## src/rtl/hbc_pkg.sv

```systemverilog
// shared types, codes and codeword functions for the byte-stream hamming codec
`default_nettype none

package hbc_pkg;

  // operation codes of an input item
  localparam logic OP_DATA = 1'b0;
  localparam logic OP_END  = 1'b1;

  // mode register values
  localparam logic MODE_ENCODE = 1'b0;
  localparam logic MODE_DECODE = 1'b1;

  // status codes of a result item
  localparam logic [1:0] ST_DATA     = 2'd0;
  localparam logic [1:0] ST_END_OK   = 2'd1;
  localparam logic [1:0] ST_BAD_WORD = 2'd2;

  localparam int WORD_W      = 40;
  localparam int DATA_W      = 32;
  localparam int QUEUE_DEPTH = 2;

  // bytes per block in each mode
  localparam logic [2:0] ENC_BLOCK = 3'd4;
  localparam logic [2:0] DEC_BLOCK = 3'd5;

  typedef struct packed {
    logic       operation;
    logic [7:0] data_byte;
  } in_item_t;

  typedef struct packed {
    logic [7:0] out_byte;
    logic [1:0] status;
    logic       last_of_run;
  } out_item_t;

  // one unit of output work: bytes from the top of word, then an optional status
  typedef struct packed {
    logic [WORD_W-1:0] word;
    logic [2:0]        nbytes;
    logic [1:0]        status;
  } job_t;

  // place data bits at non power-of-two positions, then fill the parity positions
  function automatic logic [WORD_W-1:0] encode_word(input logic [DATA_W-1:0] data);
    logic [WORD_W-1:0] w;
    logic              par;
    int                j;
    w = '0;
    j = DATA_W;
    for (int p = 1; p <= 38; p++) begin
      if ((p & (p - 1)) != 0) begin
        j = j - 1;
        w[39 - p] = data[j];
      end
    end
    for (int b = 0; b < 6; b++) begin
      par = 1'b0;
      for (int q = 1; q <= 39; q++) begin
        if ((q & (1 << b)) != 0) par = par ^ w[39 - q];
      end
      w[39 - (1 << b)] = par;
    end
    return w;
  endfunction

  // pull the data bits back out of a codeword, no checking
  function automatic logic [DATA_W-1:0] decode_word(input logic [WORD_W-1:0] w);
    logic [DATA_W-1:0] d;
    int                j;
    d = '0;
    j = DATA_W;
    for (int p = 1; p <= 38; p++) begin
      if ((p & (p - 1)) != 0) begin
        j = j - 1;
        d[j] = w[39 - p];
      end
    end
    return d;
  endfunction

endpackage

`default_nettype wire

```

## src/rtl/hbc_front.sv

```systemverilog
// front end: gathers bytes into blocks and turns finished blocks and ends into jobs
`default_nettype none

module hbc_front
  import hbc_pkg::*;
(
  input  wire logic     clk,
  input  wire logic     rst,
  input  wire logic     cfg_we,
  input  wire logic     cfg_data,
  input  wire logic     in_valid,
  output logic          in_ready,
  input  wire in_item_t in_item,
  input  wire logic     q_full,
  output logic          push,
  output job_t          push_job
);

  logic              mode;
  logic [2:0]        byte_count;
  logic [WORD_W-1:0] gathered_word;

  logic              accept;
  logic [2:0]        block;
  logic [2:0]        count_next;
  logic [WORD_W-1:0] word_next;
  logic              complete;
  logic [DATA_W-1:0] padded;

  assign in_ready   = !q_full;
  assign accept     = in_valid && in_ready;
  assign block      = (mode == MODE_DECODE) ? DEC_BLOCK : ENC_BLOCK;
  assign word_next  = {gathered_word[WORD_W-9:0], in_item.data_byte};
  assign count_next = byte_count + 3'd1;
  assign complete   = (count_next == block);

  // zero-pad a partial encode block at the low end
  always_comb begin
    case (byte_count)
      3'd1:    padded = {gathered_word[7:0], 24'h0};
      3'd2:    padded = {gathered_word[15:0], 16'h0};
      3'd3:    padded = {gathered_word[23:0], 8'h0};
      default: padded = gathered_word[DATA_W-1:0];
    endcase
  end

  // job building
  always_comb begin
    push_job = '{word: '0, nbytes: 3'd0, status: ST_DATA};
    push     = 1'b0;
    if (in_item.operation == OP_DATA) begin
      push = accept && complete;
      if (mode == MODE_DECODE) begin
        push_job.word   = {decode_word(word_next), 8'h0};
        push_job.nbytes = 3'd4;
      end else begin
        push_job.word   = encode_word(word_next[DATA_W-1:0]);
        push_job.nbytes = 3'd5;
      end
    end else begin
      push = accept;
      if (mode == MODE_DECODE) begin
        push_job.status = (gathered_word != '0) ? ST_BAD_WORD : ST_END_OK;
      end else begin
        push_job.status = ST_END_OK;
        if (padded != '0) begin
          push_job.word   = encode_word(padded);
          push_job.nbytes = 3'd5;
        end
      end
    end
  end

  // mode register and gathering state
  always_ff @(posedge clk) begin
    if (rst) begin
      mode          <= MODE_ENCODE;
      byte_count    <= 3'd0;
      gathered_word <= '0;
    end else if (cfg_we) begin
      mode          <= cfg_data;
      byte_count    <= 3'd0;
      gathered_word <= '0;
    end else if (accept) begin
      if (in_item.operation == OP_END || complete) begin
        byte_count    <= 3'd0;
        gathered_word <= '0;
      end else begin
        byte_count    <= count_next;
        gathered_word <= word_next;
      end
    end
  end

endmodule

`default_nettype wire

```

## src/rtl/hbc_queue.sv

```systemverilog
// short job queue between the front and back ends
`default_nettype none

module hbc_queue
  import hbc_pkg::*;
#(
  parameter int DEPTH = QUEUE_DEPTH
) (
  input  wire logic clk,
  input  wire logic rst,
  input  wire logic push,
  input  wire job_t push_job,
  input  wire logic pop,
  output logic      q_valid,
  output logic      q_full,
  output job_t      q_job
);

  localparam int PTR_W = $clog2(DEPTH);
  localparam int CNT_W = $clog2(DEPTH + 1);

  job_t             entries [DEPTH];
  logic [PTR_W-1:0] wr_ptr;
  logic [PTR_W-1:0] rd_ptr;
  logic [CNT_W-1:0] count;

  assign q_valid = (count != '0);
  assign q_full  = (count == CNT_W'(DEPTH));
  assign q_job   = entries[rd_ptr];

  // storage
  always_ff @(posedge clk) begin
    if (push) entries[wr_ptr] <= push_job;
  end

  // pointers and fill count
  always_ff @(posedge clk) begin
    if (rst) begin
      wr_ptr <= '0;
      rd_ptr <= '0;
      count  <= '0;
    end else begin
      if (push) wr_ptr <= (wr_ptr == PTR_W'(DEPTH - 1)) ? '0 : wr_ptr + PTR_W'(1);
      if (pop)  rd_ptr <= (rd_ptr == PTR_W'(DEPTH - 1)) ? '0 : rd_ptr + PTR_W'(1);
      if (push && !pop)      count <= count + CNT_W'(1);
      else if (pop && !push) count <= count - CNT_W'(1);
    end
  end

endmodule

`default_nettype wire

```

## src/rtl/hbc_back.sv

```systemverilog
// back end: plays a job out as result items, one per cycle while out_ready is high
`default_nettype none

module hbc_back
  import hbc_pkg::*;
(
  input  wire logic clk,
  input  wire logic rst,
  input  wire logic q_valid,
  input  wire job_t q_job,
  output logic      pop,
  output logic      out_valid,
  input  wire logic out_ready,
  output out_item_t out_item
);

  logic              cur_valid;
  logic [WORD_W-1:0] word;
  logic [2:0]        bytes_left;
  logic [1:0]        status;

  logic is_last;
  logic take;

  assign is_last   = (bytes_left == 3'd0) || (bytes_left == 3'd1 && status == ST_DATA);
  assign take      = !cur_valid || (out_ready && is_last);
  assign pop       = take && q_valid;
  assign out_valid = cur_valid;

  // current result item
  always_comb begin
    if (bytes_left != 3'd0) begin
      out_item = '{out_byte: word[WORD_W-1:WORD_W-8], status: ST_DATA,
                   last_of_run: is_last};
    end else begin
      out_item = '{out_byte: 8'h0, status: status, last_of_run: 1'b1};
    end
  end

  // job register and byte shifter
  always_ff @(posedge clk) begin
    if (rst) begin
      cur_valid <= 1'b0;
    end else if (take) begin
      cur_valid <= q_valid;
    end
  end

  always_ff @(posedge clk) begin
    if (take) begin
      word       <= q_job.word;
      bytes_left <= q_job.nbytes;
      status     <= q_job.status;
    end else if (out_ready && bytes_left != 3'd0) begin
      word       <= {word[WORD_W-9:0], 8'h0};
      bytes_left <= bytes_left - 3'd1;
    end
  end

endmodule

`default_nettype wire

```

## src/rtl/hamming_byte_stream_codec.sv

```systemverilog
// top level of the byte-stream hamming (38,32) codec
`default_nettype none

// Byte-stream Hamming(38,32) codec. With mode 0 it packs four data bytes into
// a 40-bit codeword sent as five bytes; with mode 1 it takes five codeword
// bytes and returns the four data bytes without checking parity. An end item
// flushes any partial block and yields a status item (1 clean, 2 bad partial
// word in decode). Input items are taken one per cycle while the job queue
// has room; results leave one per cycle while the output is ready, so a
// steady encode stream yields five output bytes per four input bytes and the
// output port sets the pace. Writing the mode register clears any partial
// block. A completed block passes through a queue entry and the job register.
module hamming_byte_stream_codec
  import hbc_pkg::*;
#(
  parameter int QUEUE_DEPTH_P = QUEUE_DEPTH
) (
  input  wire logic      clk,
  input  wire logic      rst,
  input  wire logic      cfg_we,
  input  wire logic      cfg_data,
  input  wire logic      in_valid,
  output logic           in_ready,
  input  wire in_item_t  in_item,
  output logic           out_valid,
  input  wire logic      out_ready,
  output out_item_t      out_item
);

  logic q_full;
  logic q_valid;
  logic push;
  logic pop;
  job_t push_job;
  job_t q_job;

  // item gathering and job building
  hbc_front u_front (
    .clk      (clk),
    .rst      (rst),
    .cfg_we   (cfg_we),
    .cfg_data (cfg_data),
    .in_valid (in_valid),
    .in_ready (in_ready),
    .in_item  (in_item),
    .q_full   (q_full),
    .push     (push),
    .push_job (push_job)
  );

  // job queue
  hbc_queue #(
    .DEPTH (QUEUE_DEPTH_P)
  ) u_queue (
    .clk      (clk),
    .rst      (rst),
    .push     (push),
    .push_job (push_job),
    .pop      (pop),
    .q_valid  (q_valid),
    .q_full   (q_full),
    .q_job    (q_job)
  );

  // result serializer
  hbc_back u_back (
    .clk       (clk),
    .rst       (rst),
    .q_valid   (q_valid),
    .q_job     (q_job),
    .pop       (pop),
    .out_valid (out_valid),
    .out_ready (out_ready),
    .out_item  (out_item)
  );

endmodule

`default_nettype wire

```

## config.mk

```make
export PLATFORM = sky130hd
export DESIGN_NAME = hamming_byte_stream_codec
export DESIGN_NICKNAME = d
export VERILOG_FILES = /design/src/rtl/hbc_pkg.sv /design/src/rtl/hbc_front.sv /design/src/rtl/hbc_queue.sv /design/src/rtl/hbc_back.sv /design/src/rtl/hamming_byte_stream_codec.sv
export SDC_FILE = /design/constraint.sdc
export NUM_CORES = 1
export LEC_CHECK = 0
export BUFFER_PORTS_ARGS = -buffer_cell sky130_fd_sc_hd__buf_4
export CORE_UTILIZATION = 35
export CTS_CLUSTER_DIAMETER = 80
export CTS_CLUSTER_SIZE = 30
export DETAILED_ROUTE_END_ITERATION = 6
export PLACE_DENSITY = 0.62
export SYNTH_ARGS = -nofsm -noshare
export SYNTH_HDL_FRONTEND = slang
export SYNTH_SLANG_ARGS = --single-unit
```

## constraint.sdc

```tcl
create_clock -name clk -period 4.6 [get_ports clk]
set_input_delay 1.15 -clock clk [delete_from_list [all_inputs] [get_ports clk]]
set_output_delay 1.15 -clock clk [all_outputs]
set_load 0.005 [all_outputs]
```

## Word-level counts from Yosys, hierarchy flattened

Memories as Yosys holds them, arrays and structs flattened. A register that Yosys moved wholly into a read port is not among the register bits.
Index checks and enable logic that the tools add are counted.

- Register bits: 94
- Latch bits: 0
- Memory bits (writable): 90
- Bits in read-only memories: 0
- Bits of input ports: 15
- Output and inout port bits: 13
- Logic and storage cells: 1636
- Memories kept: 1

Memories:

| memory | depth | bits a word | rd ports | clocked after Yosys merged registers in | write ports | line | RTL |
|---|---|---|---|---|---|---|---|
| u_queue.entries | 2 | 45 | 1 | 1 | 1 | hbc_queue.sv:22 | `job_t entries [DEPTH];` |

- Add/subtract/negate cells: 99
- Multipliers: 0
- Divide/modulo/power cells: 0
- Order comparisons: 124
- Eq/ne operators: 6
- Shift-type cells: 0
- Multiplexer cells: 1163
- Bitwise logic cells: 178
- Reduce and logical (&&, ||, !) cells: 55

Operators by type and width:

| operator | count |
|---|---|
| 32-bit 2-to-1 mux | 277 |
| 32-bit by 7-bit less-than comparator with 1-bit output (second input constant) | 93 |
| 32-bit by 2-bit subtractor with 32-bit output (second input constant) | 93 |
| 32-bit bitwise mux | 31 |
| 32-bit by 1-bit >= comparator with 1-bit output (second input constant) | 31 |
| 1-bit 2-to-1 mux | 745 |
| 1-bit binary-select mux with 5-bit select | 62 |
| 1-bit XOR | 178 |
| 1-bit demux with 5-bit select | 31 |
| 40-bit 2-to-1 mux | 3 |
| 32-bit case mux with 3 select lines | 1 |
| 43-bit 2-to-1 mux | 2 |
| 42-bit 2-to-1 mux | 2 |
| 40-bit nonzero test | 1 |
| 1-bit logical AND | 39 |
| 32-bit nonzero test | 1 |
| 11-bit 2-to-1 mux | 1 |
| 2-bit 2-to-1 mux | 5 |
| 3-bit 2-to-1 mux | 3 |
| 3-bit by 1-bit equality test with 1-bit output (second input constant) | 2 |
| 3-bit by 2-bit equality test with 1-bit output (second input constant) | 2 |
| 2-bit nonzero test | 3 |
| 1-bit zero test | 4 |
| 3-bit by 1-bit adder with 3-bit output (second input constant) | 1 |
| other kinds (11) | 14 |

## Logic depth before layout (Yosys ltp)

Gate-level depths: netlist of the first run.

- Depth in word-level cells: 137
- Mapped depth: 14
- Mapped depth without buffers: 13

## Hierarchy

A second synthesis of the first run with hierarchy kept.

- Cells, all modules: 909
- Area, all modules: 9883.2 sq um

Modules (own cells, without submodules):

| module | instances | cells each | area an instance (sq um) | seq. area each (sq um) |
|---|---|---|---|---|
| hbc_front | 1 | 620 | 4326.6 | 880.8 |
| hbc_queue | 1 | 162 | 3469.6 | 2802.7 |
| hbc_back | 1 | 127 | 2087.0 | 1371.3 |

## Least setup slack after synthesis of the first run

OpenSTA, ideal clock, no wires.

- Path type: in2reg
- From: input in_valid
- To: memory u_queue.entries[0][0] (netlist bit), enable pin
- Library setup time: 0.497 ns
- Data arrival time: 4.472 ns
- Setup slack: -0.368 ns
- Stages on the path: 3
- Path buffers: 1
- Path through: nand2_1 -> clkbuf_1 -> nor3_1

- Cells in the longest elaborated chain, start to end: 5

Ends and longest elaborated chain:

| what | line | RTL |
|---|---|---|
| start, declared | hamming_byte_stream_codec.sv:22 | `input wire logic in_valid,` |
| 1-bit logical AND (*) | hbc_front.sv:31 | `assign accept = in_valid && in_ready;` |
| 1-bit logical AND | hbc_front.sv:52 | `push = accept && complete;` |
| 1-bit 2-to-1 mux (*) | hbc_front.sv:51 | `if (in_item.operation == OP_DATA) begin` |
| 1-bit 2-to-1 mux (*) | hbc_queue.sv:33 | `if (push) entries[wr_ptr] <= push_job;` |
| 1-bit 2-to-1 mux (implied by the code) (*) | hbc_queue.sv:33 |  |
| end, declared | hbc_queue.sv:22 |  |

Mark *: on every way between the ends. The rest lies on a longest branch, timed or not.

==> results.py, run 1 <==
metrics = {
    "timing": {
        "fin_skew_ns": 0.01279,
        "max_slew_margin_pct": 18.59,
        "tightest_slew_ns": 1.221,
        "fin_crit_sh_pct": 81.51,
        "slew_viol_final": 0,
        "finalHoldViolCount": 0,
        "final.min_clock_period_ns": 3.749,
        "setup-violations-final": 0,
        "max_freq_mhz": 266.7,
        "setup_tns_ns": 0,
        "rsz0062_at_grt": "no",
    },
    "drt": {
        "drc_errors": 0,
        "avgRoutedWirePerCell_um": 18.80,
        "viasPerCell": 5.217,
        "first_pass_iters": 6,
        "ant_nets": 0,
        "vias": 6584,
        "drtIter0Drc": 582,
        "wirelength_um": 23730,
    },
    "synth": {
        "ys_ff_latch": 180,
        "yosysTopAreaCellShare_pct": 41.03,
        "synth_area_leaders": "edfxtp_1 (41%), dfxtp_1 (11%), xnor2_1 (8.0%)",
        "avgSynthCellArea_um2": 10.24,
        "synth_area_mm2": 0.009515,
        "yosysSeqAreaShare_pct": 51.55,
        "syn_inst": 929,
        "synth_flop_cell": "edfxtp_1",
        "ys_warn_count": 0,
        "syn_nets": 957,
        "synth_edf_count": 130,
        "synth_cell_types": 63,
        "synth_top_cell_by_area": "edfxtp_1",
        "synth-async-reset-ratio_pct": 0,
    },
    "clock_tree": {
        "post_cts_buffers": 0,
        "clockBufferDepth": 2,
        "clockRootBuffer": "clkbuf_16",
        "numCtsBuffers": 17,
        "cts_tree": "built",
        "cts_hold_buffers": 0,
        "cts_resized": 0,
        "clk_pin_slew_worst_paths_ns": 0.07,
        "cts_max_level": 4,
        "clock-sinks": 180,
        "clk_latency_ns": 0.43,
    },
    "power_and_ir_drop": {
        "internal_power_uw": 3611,
        "p_clk_share_pct": 30.3,
        "p_switching_uw": 1542,
        "p_leak_uw": 0.003533,
        "ir_worst_vdd_mv": 0.1901,
        "seqPwrFrac_pct": 44.4,
        "power_density_mw_per_mm2": 486.7,
        "netSwitchingFraction_pct": 29.92,
        "comb_power_share_pct": 25.3,
    },
    "cells_and_area": {
        "area_delta_synth_final_pct": 11.26,
        "finalInstanceArea_mm2": 0.01059,
        "fin_cells": 1262,
        "fillers": 2531,
        "insertedDiodeCount": 0,
        "layout.nets": 943,
        "drive_gt1_share_pct": 11.33,
    },
    "worst_hold_path": {
        "hold_path_class": "flop to flop",
        "whs_path_depth": 2,
        "hold_end": "u_front.gathered_word[34]",
        "hp-start": "u_front.gathered_word[34]",
    },
    "placement": {
        "postPlaceCellArea_mm2": 0.009958,
        "gp_congestion": 0.8999,
        "dpl.cell_count": 1231,
        "place_hpwl_um": 16070,
        "numPortBuffers": 27,
    },
    "setup_path": {
        "cp_slowest_stage_delay_ns": 0.57,
        "critPathTopFamily": "simple AND/OR/NAND/NOR gates",
        "arrival_ns": 3.89,
        "r2r_cells": 10,
        "required_ns": 4.74,
        "r2r-start": "u_front.byte_count[0]",
        "cp-startpoint": "u_front.byte_count[0]",
        "r2r_end": "u_queue.entries[1][40]",
        "worstPathCellList": "ha_1, ha_1, nand2b_4, mux2i_1, ha_1, nand4_1, a2111o_1, nor4_4, or2_2, o22ai_1",
        "regToRegSetupSlack_ns": 0.85,
        "crit_slowest_cell": "nor4_4",
        "cp-start-kind": "flop",
        "end_kind": "flop",
        "crit_top_cell": "ha_1",
        "crit_buf_inv": 0,
        "crit_type": "flop to flop",
        "critPathMaxFanout": 22,
    },
    "flow_run": {
        "max_cap_violations": 0,
    },
    "die": {
        "initial_core_util_pct": 36.11,
        "die_x_um": 166.9,
        "die_h_um": 166.9,
        "io_pins": 28,
        "rows": 59,
        "core_mm2": 0.02635,
        "die_area_mm2": 0.02785,
    },
    "global_routing": {
        "track_usage_pct": 17.59,
        "antenna_found_initial": 0,
        "grt_start_max_net_pins": 72,
        "grt_pass1_wl_um": 37170,
        "grt_pass1_vias": 6242,
        "overflow": 0,
    },
    "outcome": {
        "status": "finished clean",
    },
}
## layout by cell type, fill, tap and decap left out, drive strengths merged, types with 4 or more instances in the layout
cell,n
o31ai,8
a211oi,6
ha,13
a222oi,6
nor2b,18
nand2b,7
clkbuf,18
nor3,11
mux2i,49
bufinv,4
o22ai,7
a21oi,75
and2,14
o21ai,64
buf,42
xnor2,90
nand2,166
edfxtp,130
clkinv,5
xor2,21
dfxtp,50
nor4,9
nor2,41
a22oi,12
inv,22
## stage by stage
step           setup WS, ns  hold WS [ns]  total power, uW  util (%)
2_1_floorplan        0.9732        0.4360             3231         -
3_3_place_gp         0.9280        0.4437             3617     37.79
3_5_place_dp         0.8835        0.4494             3643     37.79
4_1_cts              0.8587        0.4603             5206     40.17
5_1_grt              0.6069        0.4790             5427     40.17
6_report             0.8506        0.4588             5152     40.17
## Yosys cell counts (6+ instances only)
| cell type | number |
|---|---|
| o31ai_1 | 7 |
| o21ai_0 | 61 |
| mux2i_1 | 47 |
| edfxtp_1 | 130 |
| a222oi_1 | 6 |
| nand2_1 | 166 |
| nor4_1 | 7 |
| a21oi_1 | 74 |
| xnor2_1 | 87 |
| and2_1 | 14 |
| nor2b_1 | 18 |
| clkbuf_1 | 52 |
| inv_1 | 18 |
| buf_2 | 14 |
| xor2_1 | 21 |
| nor3_1 | 11 |
| a211oi_1 | 6 |
| ha_1 | 13 |
| nor2_1 | 39 |
| nand2b_1 | 6 |
| o22ai_1 | 6 |
| dfxtp_1 | 50 |
| buf_1 | 7 |
| a22oi_1 | 11 |
## state kept, by name, summed over array words and instances (netlist names), 2 cells and up, named ones only
| name | count |
|---|---|
| u_queue.entries | 86 |
| u_front.gathered_word | 40 |
| u_back.word | 39 |
| u_back.bytes_left | 3 |
| u_front.byte_count | 3 |
| u_back.status | 2 |
| u_queue.count | 2 |
## power groups by stage
stage | clock [uW] | combinational (uW) | sequential (uW)
after global placement | 0 | 1300 | 2320
after CTS | 1590 | 1320 | 2290
after global routing | 1660 | 1440 | 2320
after detailed placement | 0 | 1310 | 2330
final | 1560 | 1300 | 2290
after floorplan | 0 | 988 | 2240
## worst min-delay path, stage by stage, from the launching register on
cell and delay (ns):
dfxtp_1 0.31, nand2_1 0.05, a21oi_1 0.05
## cells by family (layout without fill, tap and decap cells)
group / after synthesis / after routing / share of synthesized area (%)
simple gates: 280 / 280 / 13.46
compound gates: 197 / 197 / 12.56
flops: 180 / 180 / 51.54
xor+xnor: 114 / 114 / 11.16
buf+inv: 93 / 91 / 3.971
mux: 52 / 52 / 5.588
fa+ha+maj: 13 / 13 / 1.709
## metal layers
layer,vias to the layer above,global-route usage [%],share of wire (%)
li1,3211,-,-
met1,3190,24.87,47
met2,158,27.14,46
met3,25,3.470,4.9
met4,0,5.153,1.3
met5,-,0,0
## worst max path at each step
stage	to	slack, ns	cells after the start
6_report	u_queue.entries[1][40]	0.85	10
5_1_grt	u_queue.entries[1][40]	0.61	10
4_1_cts	u_queue.entries[1][40]	0.86	10
3_5_place_dp	u_queue.entries[0][40]	0.88	10
3_3_place_gp	u_queue.entries[0][40]	0.93	10
2_1_floorplan	u_queue.entries[0][0]	0.97	3
## layout make-up
cell class | count | area (um^2) | area share (%)
timing repair buffer | 42 | 315.3 | 2.978
clock buffer | 18 | 429.2 | 4.054
multi-input combinational | 656 | 4249 | 40.14
tap | 335 | 419.2 | 3.959
clock inverter | 13 | 198.9 | 1.879
sequential | 180 | 4907 | 46.35
inverter | 18 | 67.56 | 0.6382
(Power assumes the default switching activity.)
==> run 2: changes to the inputs <==
clock period = 3.1 ns   (was 4.6 ns; I/O delays follow)
==> run 2 against run 1 <==
  * Flip-flop and latch count is the same
  * First-iteration DRC count grew 6.2%
  * Fmax grew 26%
  * Clock skew shrank 0.00089 ns
  * Core utilization grew 1.8 points
  * Global-route usage grew 0.47 points
  * Cell count grew 4.0%
  * Clock power grew 44%
  * Register-to-register slack lost 0.73 ns
  * Sequential share of layout area shrank 1.9 points
  * Power grew 50%
  * Cell area grew 4.4%
  * Largest power group unchanged
  * Highest routed layer unchanged
==> results.py, run 2 (synthesis results as in run 1) <==
metrics = {
    "die": {
        "die_h_um": 166.9,
        "rows": 59,
        "io_pins": 28,
        "initial_core_util_pct": 36.11,
        "die_x_um": 166.9,
        "core_mm2": 0.02635,
        "die_area_mm2": 0.02785,
    },
    "timing": {
        "max_freq_mhz": 335.7,
        "fin_skew_ns": 0.01191,
        "rsz0062_at_grt": "no",
        "slew_viol_final": 0,
        "setup-violations-final": 0,
        "finalHoldViolCount": 0,
        "tightest_slew_ns": 1.086,
        "max_slew_margin_pct": 27.58,
        "fin_crit_sh_pct": 96.09,
        "final.min_clock_period_ns": 2.979,
    },
    "power_and_ir_drop": {
        "power_density_mw_per_mm2": 698.9,
        "ir_worst_vdd_mv": 0.3358,
        "power.total_uw": 7723,
        "p_leak_uw": 0.003783,
    },
    "clock_tree": {
        "clock-sinks": 180,
        "clockBufferDepth": 2,
        "cts_tree": "built",
        "numCtsBuffers": 17,
        "cts_max_level": 4,
        "clk_latency_ns": 0.44,
        "clockRootBuffer": "clkbuf_16",
        "cts_hold_buffers": 0,
        "clk_pin_slew_worst_paths_ns": 0.08,
    },
    "setup_path": {
        "critPathMaxFanout": 5,
        "end_kind": "flop",
        "crit_slowest_cell": "a222oi_1",
        "worstPathCellList": "ha_2, ha_4, a222oi_1, nand2_1, o21ai_2, ha_2, nand4_1, a2111o_1, nor4_4, buf_4, buf_4, a2bb2oi_2, nor2_1",
        "r2r-start": "u_front.byte_count[0]",
        "cp_slowest_stage_delay_ns": 0.40,
        "cp-start-kind": "flop",
        "r2r_end": "u_queue.entries[1][12]",
        "crit_type": "flop to flop",
        "r2r_cells": 13,
        "regToRegSetupSlack_ns": 0.12,
        "crit_buf_inv": 2,
        "required_ns": 3.26,
        "arrival_ns": 3.14,
        "critPathTopFamily": "compound AO/OA/AOI/OAI gates",
    },
    "drt": {
        "vias": 6849,
        "first_pass_iters": 6,
        "viasPerCell": 5.216,
        "drc_errors": 0,
        "avgRoutedWirePerCell_um": 18.73,
        "drtIter0Drc": 618,
        "wirelength_um": 24600,
        "ant_nets": 0,
    },
    "cells_and_area": {
        "final_cell_mix": "nand2_1 (166), edfxtp_1 (130), buf_4 (89)",
        "fin_cells": 1313,
        "reg_top3": "u_queue.entries (86), u_front.gathered_word (40), u_back.word (39)",
        "top_register": "u_queue.entries",
        "largest_register_ffs": 86,
        "area_delta_synth_final_pct": 16.12,
        "drive_gt1_share_pct": 17.38,
        "layout.nets": 993,
        "final_common_cell": "nand2_1",
        "insertedDiodeCount": 0,
    },
    "worst_hold_path": {
        "hold_path_class": "flop to flop",
        "whs_path_depth": 2,
        "hp-start": "u_front.gathered_word[37]",
        "hold_end": "u_front.gathered_word[37]",
    },
    "placement": {
        "place_hpwl_um": 17190,
        "numPortBuffers": 27,
        "gp_congestion": 0.9301,
        "dpl.cell_count": 1277,
    },
    "flow_run": {
        "max_cap_violations": 0,
    },
    "global_routing": {
        "overflow": 0,
        "track_usage_pct": 18.06,
        "grt_pass1_wl_um": 38380,
        "grt_start_max_net_pins": 75,
        "antenna_found_initial": 0,
        "grt_pass1_vias": 6531,
    },
    "outcome": {
        "status": "finished clean",
    },
}
run 2: cell types whose count changed in the layout (fill, tap and decap cells not counted), sizes merged:
cell      delta
bufinv       -2
buf         +50
clkinv       +2
inv          -1
clkinvlp     +2
run 2: cell type report:
class                           count  area, um^2
Clock buffer                       18       429.2
Clock inverter                     14       175.2
Fill cell                        2495       15300
Inverter                           18       67.56
Multi-Input combinational cell    656        4318
Sequential cell                   180        4912
Tap cell                          335       419.2
Timing Repair Buffer               92       728.2
run 2: metrics by stage:
stage | setup slack, ns | utilization (%) | setup TNS, ns | instance area, um^2 | hold slack [ns]
detailed placement | -0.1124 | 39.27 | -0.4964 | 10350 | 0.4472
floorplan | 0.001220 | - | 0 | 9580 | 0.4360
CTS | 0.02486 | 41.62 | 0 | 10970 | 0.4586
finish | 0.1213 | 41.93 | 0 | 11050 | 0.4606
global placement | -0.07471 | 39.27 | -0.2850 | 10350 | 0.4440
global route | 0.01320 | 41.93 | 0 | 11050 | 0.4862
run 2: repair_timing:
action	in CTS	in global routing
setup buffers	1	3
setup endpoints to repair	24	15
pin swaps	2	7
gates cloned	0	0
gates resized for setup	2	13
run 2: worst register-to-register path, cell delays in order, from the launching register on:
cell and delay [ns]:
dfxtp_4 0.37, ha_2 0.19, ha_4 0.17, a222oi_1 0.40, nand2_1 0.12, o21ai_2 0.08, ha_2 0.19, nand4_1 0.08
a2111o_1 0.33, nor4_4 0.27, buf_4 0.17, buf_4 0.12, a2bb2oi_2 0.13, nor2_1 0.06
run 2: report_power, final:
part,total [uW],switching [uW],internal (uW)
clock network,2240,1030,1210
logic,2120,1190,931
registers,3370,190,3180
run 2: routing by layer:
| metal | vias up | track usage (%) | wire, um |
|---|---|---|---|
| met3 | 40 | 2.994 | 1346 |
| li1 | 3309 | - | - |
| met1 | 3293 | 25.23 | 11320 |
| met2 | 207 | 27.91 | 11290 |
| met4 | 0 | 7.005 | 641 |
| met5 | - | 0 | 0 |
run 2: worst max-delay path by stage:
stage / depth (start not counted) / from / end / slack (ns)
finish: 13 / u_front.byte_count[0] / u_queue.entries[1][12] / 0.12
global route: 14 / u_front.byte_count[0] / u_queue.entries[0][12] / 0.01
CTS: 12 / u_front.byte_count[0] / u_queue.entries[1][12] / 0.02
detailed placement: 13 / u_front.byte_count[0] / u_queue.entries[1][12] / -0.11
global placement: 13 / u_front.byte_count[0] / u_queue.entries[1][12] / -0.07
floorplan: 14 / u_front.byte_count[0] / u_queue.entries[0][36] / 0.001
